`config.mk`:
```
export PLATFORM = sky130hd
export DESIGN_NAME = button_debounce_press_classifier_top
export DESIGN_NICKNAME = d
export VERILOG_FILES = /design/src/hw/rtl/bdpc_pkg.sv /design/src/hw/rtl/button_debounce_press_classifier_top.sv
export SDC_FILE = /design/constraint.sdc
export NUM_CORES = 1
export LEC_CHECK = 0
export ABC_AREA = 0
export BUFFER_PORTS_ARGS = -buffer_cell sky130_fd_sc_hd__buf_4
export CORE_ASPECT_RATIO = 0.6
export CORE_MARGIN = 4
export CORE_UTILIZATION = 40
export DETAILED_ROUTE_END_ITERATION = 7
export GPL_TIMING_DRIVEN = 0
export PLACE_DENSITY = 0.59
export SLEW_MARGIN = 20
export SYNTH_ARGS = -nofsm -noshare
export SYNTH_HDL_FRONTEND = slang
export SYNTH_SLANG_ARGS = --single-unit
```
`constraint.sdc`:
```
create_clock -name clk -period 7.05 [get_ports clk]
set_input_delay 0.705 -clock clk [delete_from_list [all_inputs] [get_ports clk]]
set_output_delay 0.705 -clock clk [all_outputs]
set_load 0.03 [all_outputs]
```
`src/hw/rtl/bdpc_pkg.sv`:
```
// Package for the button debounce and press classifier.
// Widths, register indexes, reset values and policy codes; no dependencies.
`timescale 1ns / 1ps
`default_nettype none

package bdpc_pkg;

  localparam int CNT_W   = 16;
  localparam int DB_W    = 10;
  localparam int POL_W   = 2;
  localparam int CFG_IDX_W  = 3;
  localparam int CFG_DATA_W = 16;

  localparam logic [CNT_W-1:0] CNT_MAX = {CNT_W{1'b1}};

  localparam logic [CFG_IDX_W-1:0] REG_DEBOUNCE_TICKS      = 3'd0;
  localparam logic [CFG_IDX_W-1:0] REG_LONG_ENABLE_TICKS   = 3'd1;
  localparam logic [CFG_IDX_W-1:0] REG_LONG_DISABLE_TICKS  = 3'd2;
  localparam logic [CFG_IDX_W-1:0] REG_QUICK_MAX_TICKS     = 3'd3;
  localparam logic [CFG_IDX_W-1:0] REG_LONG_PRESS_POLICY   = 3'd4;
  localparam logic [CFG_IDX_W-1:0] REG_ENABLED_AT_RESET    = 3'd5;

  localparam logic [DB_W-1:0]  DEBOUNCE_TICKS_RST     = 10'd100;
  localparam logic [CNT_W-1:0] LONG_ENABLE_TICKS_RST  = 16'd3000;
  localparam logic [CNT_W-1:0] LONG_DISABLE_TICKS_RST = 16'd5000;
  localparam logic [CNT_W-1:0] QUICK_MAX_TICKS_RST    = 16'd1000;

  localparam logic [POL_W-1:0] POLICY_TOGGLE         = 2'd0;
  localparam logic [POL_W-1:0] POLICY_NEVER_DISABLE  = 2'd1;
  localparam logic [POL_W-1:0] POLICY_REBOOT         = 2'd2;

endpackage

`default_nettype wire

```
`src/hw/rtl/button_debounce_press_classifier_top.sv`:
```
// Top level of the button debounce and press classifier.
// Depends on bdpc_pkg.
`timescale 1ns / 1ps
`default_nettype none

// One raw button sample per transaction (one per millisecond tick), one result
// per transaction. For each sample, the state
// registers and the result register are updated at the edge where the sample
// is accepted, and the result is offered on the next cycle. A new sample can be
// taken every cycle as long as the result register is empty or being drained
// in the same cycle, so throughput is one sample per clock, set by the output
// register handshake. Configuration writes are taken every cycle (cfg_ready is
// always high); writing enabled_at_reset also loads the enabled level at once.
module button_debounce_press_classifier_top
  import bdpc_pkg::*;
(
  input  wire                   clk,
  input  wire                   rst,
  input  wire                   in_valid,
  output logic                  in_ready,
  input  wire                   pin_level,
  output logic                  out_valid,
  input  wire                   out_ready,
  output logic                  quick_press,
  output logic                  enabled_changed,
  output logic                  enabled_state,
  output logic                  reboot_request,
  input  wire                   cfg_valid,
  output logic                  cfg_ready,
  input  wire  [CFG_IDX_W-1:0]  cfg_index,
  input  wire  [CFG_DATA_W-1:0] cfg_data
);

  logic [DB_W-1:0]  debounce_ticks;
  logic [CNT_W-1:0] long_enable_ticks;
  logic [CNT_W-1:0] long_disable_ticks;
  logic [CNT_W-1:0] quick_max_ticks;
  logic [POL_W-1:0] long_press_policy;

  logic             previous_sample, previous_sample_next;
  logic [DB_W-1:0]  debounce_count, debounce_count_next;
  logic             debounce_running, debounce_running_next;
  logic             stable_known, stable_known_next;
  logic             stable_level, stable_level_next;
  logic             press_seen, press_seen_next;
  logic [CNT_W-1:0] press_duration, press_duration_next;
  logic [CNT_W-1:0] long_count, long_count_next;
  logic             long_running, long_running_next;
  logic             enabled_level, enabled_level_next;

  logic             quick_next, changed_next, reboot_next;
  logic [CNT_W-1:0] long_load;
  logic             in_fire;

  assign cfg_ready = 1'b1;
  assign in_ready  = !out_valid || out_ready;
  assign in_fire   = in_valid && in_ready;

  always_comb begin
    previous_sample_next  = pin_level;
    debounce_count_next   = debounce_count;
    debounce_running_next = debounce_running;
    stable_known_next     = stable_known;
    stable_level_next     = stable_level;
    press_seen_next       = press_seen;
    press_duration_next   = press_duration;
    long_count_next       = long_count;
    long_running_next     = long_running;
    enabled_level_next    = enabled_level;
    quick_next            = 1'b0;
    changed_next          = 1'b0;
    reboot_next           = 1'b0;
    long_load             = '0;

    if (press_seen && press_duration != CNT_MAX) begin
      press_duration_next = press_duration + 1'b1;
    end

    if (long_running) begin
      if (long_count <= CNT_W'(1)) begin
        long_count_next   = '0;
        long_running_next = 1'b0;
        if (enabled_level && long_press_policy == POLICY_NEVER_DISABLE) begin
          // refuse to disable
        end else if (enabled_level && long_press_policy == POLICY_REBOOT) begin
          reboot_next = 1'b1;
        end else begin
          enabled_level_next = !enabled_level;
          changed_next       = 1'b1;
        end
      end else begin
        long_count_next = long_count - 1'b1;
      end
    end

    // load uses the enabled level after any long-press action this tick
    long_load = enabled_level_next ? long_disable_ticks : long_enable_ticks;
    if (long_load == '0) begin
      long_load = CNT_W'(1);
    end

    if (pin_level != previous_sample) begin
      debounce_count_next   = debounce_ticks;
      debounce_running_next = 1'b1;
    end else if (debounce_running) begin
      if (debounce_count <= DB_W'(1)) begin
        debounce_count_next   = '0;
        debounce_running_next = 1'b0;
        if (!stable_known || pin_level != stable_level) begin
          stable_known_next = 1'b1;
          stable_level_next = pin_level;
          if (pin_level) begin
            press_seen_next     = 1'b1;
            press_duration_next = '0;
            long_count_next     = long_load;
            long_running_next   = 1'b1;
          end else if (press_seen) begin
            long_running_next = 1'b0;
            long_count_next   = '0;
            quick_next        = (press_duration_next < quick_max_ticks);
          end
        end
      end else begin
        debounce_count_next = debounce_count - 1'b1;
      end
    end
  end

  always_ff @(posedge clk) begin
    if (rst) begin
      debounce_ticks     <= DEBOUNCE_TICKS_RST;
      long_enable_ticks  <= LONG_ENABLE_TICKS_RST;
      long_disable_ticks <= LONG_DISABLE_TICKS_RST;
      quick_max_ticks    <= QUICK_MAX_TICKS_RST;
      long_press_policy  <= POLICY_TOGGLE;
      previous_sample    <= 1'b0;
      debounce_count     <= '0;
      debounce_running   <= 1'b0;
      stable_known       <= 1'b0;
      stable_level       <= 1'b0;
      press_seen         <= 1'b0;
      press_duration     <= '0;
      long_count         <= '0;
      long_running       <= 1'b0;
      enabled_level      <= 1'b0;
      out_valid          <= 1'b0;
    end else begin
      if (in_fire) begin
        previous_sample  <= previous_sample_next;
        debounce_count   <= debounce_count_next;
        debounce_running <= debounce_running_next;
        stable_known     <= stable_known_next;
        stable_level     <= stable_level_next;
        press_seen       <= press_seen_next;
        press_duration   <= press_duration_next;
        long_count       <= long_count_next;
        long_running     <= long_running_next;
        out_valid        <= 1'b1;
      end else if (out_ready) begin
        out_valid <= 1'b0;
      end

      // a restore write wins over the tick update
      if (cfg_valid && cfg_index == REG_ENABLED_AT_RESET) begin
        enabled_level <= cfg_data[0];
      end else if (in_fire) begin
        enabled_level <= enabled_level_next;
      end

      if (cfg_valid) begin
        unique case (cfg_index)
          REG_DEBOUNCE_TICKS:     debounce_ticks     <= cfg_data[DB_W-1:0];
          REG_LONG_ENABLE_TICKS:  long_enable_ticks  <= cfg_data[CNT_W-1:0];
          REG_LONG_DISABLE_TICKS: long_disable_ticks <= cfg_data[CNT_W-1:0];
          REG_QUICK_MAX_TICKS:    quick_max_ticks    <= cfg_data[CNT_W-1:0];
          REG_LONG_PRESS_POLICY:  long_press_policy  <= cfg_data[POL_W-1:0];
          default: ;
        endcase
      end
    end
  end

  always_ff @(posedge clk) begin
    if (in_fire) begin
      quick_press     <= quick_next;
      enabled_changed <= changed_next;
      enabled_state   <= enabled_level_next;
      reboot_request  <= reboot_next;
    end
  end

endmodule

`default_nettype wire

```
==> results of run 1 <==
==> registers in the layout, summed over array words and instances (netlist names), 2 cells and up <==
signal	count
long_enable_ticks	16
debounce_ticks	10
press_duration	16
quick_max_ticks	16
long_press_policy	2
long_count	16
long_disable_ticks	16
debounce_count	10
==> final timing paths <==
check	startpoint	to	slack [ps]	cells past startpoint
min reg2reg	quick_max_ticks[1]	quick_max_ticks[1]	450	2
max reg2reg	press_duration[3]	quick_press	3280	15
min	quick_max_ticks[1]	quick_max_ticks[1]	450	2
max	press_duration[3]	quick_press	3280	15
==> cell usage in the layout, fill, tap and decap left out, types with 8 or more instances in the layout <==
| cell type | n |
|---|---|
| a211oi_1 | 10 |
| a21oi_1 | 96 |
| buf_4 | 32 |
| clkbuf_1 | 32 |
| clkbuf_16 | 18 |
| dfxtp_1 | 110 |
| ha_1 | 22 |
| inv_1 | 31 |
| mux2_2 | 10 |
| mux2i_1 | 13 |
| nand2_1 | 169 |
| nand3_1 | 16 |
| nand3b_1 | 22 |
| nand4_1 | 11 |
| nor2_1 | 62 |
| nor3_1 | 22 |
| nor4_1 | 15 |
| o21ai_0 | 34 |
| or3_1 | 8 |
| xnor2_1 | 15 |
==> metrics by stage <==
step	std cells	worst slack (ps)
after floorplan	811	3880
after global placement	1044	3350
after detailed placement	1044	3440
after CTS	1075	3400
after global routing	1075	2970
final	1075	3280
==> cells in the mapped netlist, types with 4 or more instances <==
master / instances
a21oi_1: 96
nor2b_1: 4
edfxtp_1: 4
inv_1: 31
nor4_1: 15
nand4_1: 11
clkbuf_8: 5
nand2_1: 169
ha_1: 22
or3_1: 8
a22oi_1: 7
clkbuf_1: 32
nand3b_1: 22
a21o_1: 5
a211oi_1: 10
mux2i_1: 13
xnor2_1: 15
nor2_1: 62
nor3_1: 22
nand3_1: 16
nand2b_1: 5
mux2_2: 10
o21ai_0: 34
and3_1: 5
xor2_1: 6
or2_2: 4
nor3b_1: 6
dfxtp_1: 110
==> logic make-up (layout without fill, tap and decap cells) <==
group / after synthesis / after routing / share of synthesized area, %
AOI/OAI and AO/OA: 183 / 183 / 17.4
xor gates and xnor gates: 21 / 21 / 2.90
adders and majority gates: 22 / 22 / 4.35
buffers and inverters: 75 / 136 / 5.73
DFF: 114 / 114 / 36.7
muxes: 23 / 23 / 3.83
other: 1 / 1 / 0.0592
and+or+nand+nor: 372 / 372 / 29.0
==> area by class of cell <==
class                   count  area [um^2]
clock inverters            13          173
fillers                  1531         7980
multi-input cells         622         3650
flip-flops and latches    114         2320
inverters                  31          116
repair buffers             30          225
plain buffers              44          246
well taps                 203          254
clock buffers              18          450
==> power by group <==
group / internal (mW) / leakage (nW) / switching, mW
Clock: 0.581 / 0.303 / 0.344
Combinational: 0.0842 / 1.65 / 0.156
Sequential: 0.668 / 0.933 / 0.0184
==> per-layer routing <==
| layer | vias up | GRT usage, % | wire length, um |
|---|---|---|---|
| li1 | 2949 | - | - |
| met1 | 2877 | 39.3 | 11000 |
| met2 | 223 | 28.4 | 7420 |
| met3 | 22 | 4.91 | 1680 |
| met4 | 0 | 5.75 | 269 |
| met5 | - | 0 | 0 |
==> critical path, delay by kind of cell (launching register included) <==
kind / cells / cell delay [ps]
xor gates and xnor gates: 1 / 210
and+or+nand+nor: 4 / 790
DFF: 1 / 300
AOI/OAI and AO/OA: 7 / 1530
adders and majority gates: 1 / 320
buffers and inverters: 2 / 360
==> flow_metrics.tcl, run 1 <==
set metrics [dict create \
    whs_ps 454 \
    drv_cap 0 \
    path_cells "clkbuf_1 > and4_1 > and2_1 > a21oi_1 > and4_1 > clkbuf_1 > nand3_1 > xnor2_1 > ha_1 > a21o_1 > a21o_1 > a21oi_1 > a2111oi_0 > o21ai_0 > o2111a_1" \
    antenna_found_initial 0 \
    hold_violations 0 \
    rsz0062_at_grt "false" \
    fin_crit_sh_pct 53.5 \
    netlist_instances 811 \
    cts_made_buffers 17 \
    die_area_mm2 0.0180 \
    cts_hold_buf 0 \
    tns_ps 0 \
    yosys_warnings 0 \
    ant_nets 0 \
    drtIter0Drc 632 \
    clock_skew_ps 9.38 \
    post-route-util_pct 48.2 \
    grtUsageTotal_pct 23.3 \
    drc_errors 0 \
    insertion_delay_ps 420 \
    start_util_pct 41.1 \
    drive_gt1_share_pct 12.0 \
    rows 35 \
    via_count 6071 \
    synth_edf_count 4 \
    place_hpwl_mm 14.9 \
    path_class "flop to flop" \
    syn_area_mm2 0.00633 \
    post-cts-setup-buffers 0 \
    cts_max_path_buffers 2 \
    vias_per_cell 5.65 \
    worst_pin_slew_ps 1040 \
    grt_pass1_wl_mm 32.2 \
    min_path_type "flop to flop" \
    setup_viol_count_final 0 \
    cts_sinks 114 \
    cts_tree "done" \
    endpoint_kind "flop" \
    core_area_mm2 0.0154 \
    dpl_cell_area_mm2 0.00681 \
    cp.arrival_ps 3930 \
    die_w_um 170 \
    grt-ovfl-total 0 \
    p_total_mw 1.85 \
    critPathLaunchType "flop" \
    yosysTopAreaCell "dfxtp_1" \
    cts-root-buf "clkbuf_16" \
    path_clk_slew_ps 60 \
    grt_pass1_vias 5548 \
    cts_resized 0 \
    p_leak_nw 2.89 \
    synthFlopType "dfxtp_1" \
    min_period_ps 3770 \
    outcome "complete, no violations" \
    drt_first_pass_iters 5 \
    synthesis.nets 858 \
    cp.required_ps 7210 \
    ys_ff_latch 114 \
    cpPeakStageDelay_ps 430 \
    antenna_cells 0 \
    globalplace.congestion 0.906 \
    ir_drop_mv 0.139 \
    path_max_fanout 7 \
    ys_seq_area_share_pct 36.7 \
    fmax_mhz 265 \
    final_cell_area_mm2 0.00744 \
    die_h_um 105 \
    crit_slowest_cell "a21oi_1" \
    slew_headroom_pct 30.3 \
    ioPinCount 32 \
    ctsHtreeMaxLevel 4 \
    power_density_mw_per_mm2 249 \
    synthArstFlopShare_pct 0 \
    io_buffers 30 \
    ys_top_cells_by_area "dfxtp_1, nand2_1, a21oi_1" \
    grt_max_degree 17 \
    wl_per_cell_um 19.0 \
    drv_slew 0 \
    wirelength_mm 20.4 \
    area_delta_synth_final_pct 17.4 \
    yosysTopAreaCellShare_pct 34.8 \
    avgSynthCellArea_um2 7.81 \
    num-nets-final 907 \
    synth_cell_types 68 \
]
No activity file was read; power rests on OpenSTA's default activity.
==> inputs of run 2 (changes only) <==
--- a/config.mk
+++ b/config.mk
@@ -12,7 +12,7 @@
 export CORE_UTILIZATION = 40
 export DETAILED_ROUTE_END_ITERATION = 7
 export GPL_TIMING_DRIVEN = 0
-export PLACE_DENSITY = 0.59
+export PLACE_DENSITY = 0.61
 export SLEW_MARGIN = 20
 export SYNTH_ARGS = -nofsm -noshare
 export SYNTH_HDL_FRONTEND = slang
==> constraint.sdc (replaced) <==
create_clock -name clk -period 3.2 [get_ports clk]
set_input_delay 0.32 -clock clk [delete_from_list [all_inputs] [get_ports clk]]
set_output_delay 0.32 -clock clk [all_outputs]
set_load 0.03 [all_outputs]
==> flow_metrics.tcl, run 2 (synthesized netlist as in run 1, its figures left out) <==
set metrics [dict create \
    outcome "complete, no violations" \
    area_delta_synth_final_pct 20.1 \
    num-nets-final 914 \
    layout_commonest_cell "nand2_1" \
    min_path_type "primary input to flop" \
    grt-ovfl-total 0 \
    cts_made_buffers 17 \
    start_util_pct 41.1 \
    rsz0062_at_grt "false" \
    critPathLaunchType "flop" \
    cts_max_path_buffers 2 \
    drc_errors 0 \
    path_max_fanout 5 \
    wl_per_cell_um 19.3 \
    wirelength_mm 20.9 \
    dp.cells 1044 \
    vias_per_cell 5.70 \
    reg2reg_slack_ps 70 \
    grt_pass1_wl_mm 31.9 \
    fin_crit_sh_pct 98.0 \
    insertion_delay_ps 420 \
    fin_cells 1082 \
    fillers 1513 \
    place_hpwl_mm 14.9 \
    finalWorstSetupSlack_ps 65.1 \
    cts_tree "done" \
    min_period_ps 3130 \
    power_density_mw_per_mm2 540 \
    grt_pass1_vias 5482 \
    cp.arrival_ps 3300 \
    rr_worst_depth 13 \
    ir_drop_mv 0.267 \
    pre_cts_ws_ps -497 \
    rows 35 \
    globalplace.congestion 0.906 \
    die_w_um 170 \
    grt_max_degree 17 \
    worst_pin_slew_ps 912 \
    die_area_mm2 0.0180 \
    drtIter0Drc 719 \
    fmax_mhz 319 \
    setup_viol_count_final 0 \
    io_buffers 30 \
    cts-root-buf "clkbuf_16" \
    drt_first_pass_iters 5 \
    clock_skew_ps 16.2 \
    endpoint_kind "flop" \
    cp.required_ps 3370 \
    hold_violations 0 \
    drv_cap 0 \
    die_h_um 105 \
    p_total_mw 4.11 \
    path_clk_slew_ps 60 \
    antenna_found_initial 0 \
    drive_gt1_share_pct 15.4 \
    ioPinCount 32 \
    ctsHtreeMaxLevel 4 \
    core_area_mm2 0.0154 \
    min_path_cells 3 \
    ant_nets 0 \
    cts_sinks 114 \
    slew_headroom_pct 39.2 \
    grtUsageTotal_pct 23.2 \
    mostFrequentLayoutCells "nand2_1, dfxtp_1, a21oi_1" \
    via_count 6172 \
    drv_slew 0 \
    antenna_cells 0 \
    p_leak_nw 2.99 \
    path_class "flop to flop" \
]
-- run 2: cell count changes in the layout (fill, tap and decap cells not counted), sizes merged --
cell / change
buf: +9
bufinv: +1
clkbuf: -3
clkinv: +1
inv: -1
-- run 2: per-layer routing --
layer	wire (um)	global-route usage (%)	part of all wire, %
met1	10400	37.1	50
met2	7710	28.1	37
met3	2490	8.47	12
met4	293	5.70	1.4
met5	0	0	0
-- run 2: final timing paths --
path                           endpoint                from
setup / recovery            quick_press   press_duration[4]
hold reg to reg      quick_max_ticks[1]  quick_max_ticks[1]
setup reg to reg            quick_press   press_duration[4]
hold / removal    long_enable_ticks[11]        cfg_data[11]
-- run 2: stage by stage --
step | cell area [um^2] | hold WS [ps] | setup TNS, ps | util, %
CTS | 7500 | 143 | 0 | 48.7
detailed placement | 6810 | 448 | -569 | 44.2
floorplan | 6330 | 434 | 0 | -
global route | 7610 | 147 | 0 | 49.4
finish | 7610 | 140 | 0 | 49.4
global placement | 6810 | 445 | -611 | 44.2
-- run 2: timing repair --
action,in CTS,in global routing
resized for setup,13,15
setup buffers,2,7
endpoints found under the setup margin,2,4
pin swaps,3,7
hold buffers,0,0
-- run 2: area by class of cell --
| class | instances | area, um^2 | area share, % |
|---|---|---|---|
| Multi-Input combinational cell | 622 | 3750 | 49.3 |
| Clock buffer | 17 | 425 | 5.59 |
| Inverter | 31 | 116 | 1.53 |
| Timing Repair Buffer | 39 | 293 | 3.85 |
| Clock inverter | 14 | 203 | 2.66 |
| Buffer | 42 | 239 | 3.14 |
| Tap cell | 203 | 254 | 3.34 |
| Sequential cell | 114 | 2330 | 30.6 |
-- run 2: report_power, final --
group | total (mW) | leakage (nW) | switching, mW | internal (mW)
registers | 1.51 | 0.936 | 0.0422 | 1.47
clock network | 2.06 | 0.305 | 0.749 | 1.31
logic | 0.533 | 1.75 | 0.346 | 0.187
-- run 2: worst max-delay path: stages, from the launching register on --
cell,delay (ps)
dfxtp_2,350
and4_1,210
and2_2,250
a21oi_4,170
and4_4,270
nand3_2,110
xnor2_2,190
ha_1,320
a21o_1,110
a21o_1,120
a21oi_2,70
a2111oi_2,400
o21ai_2,110
o2111a_2,200
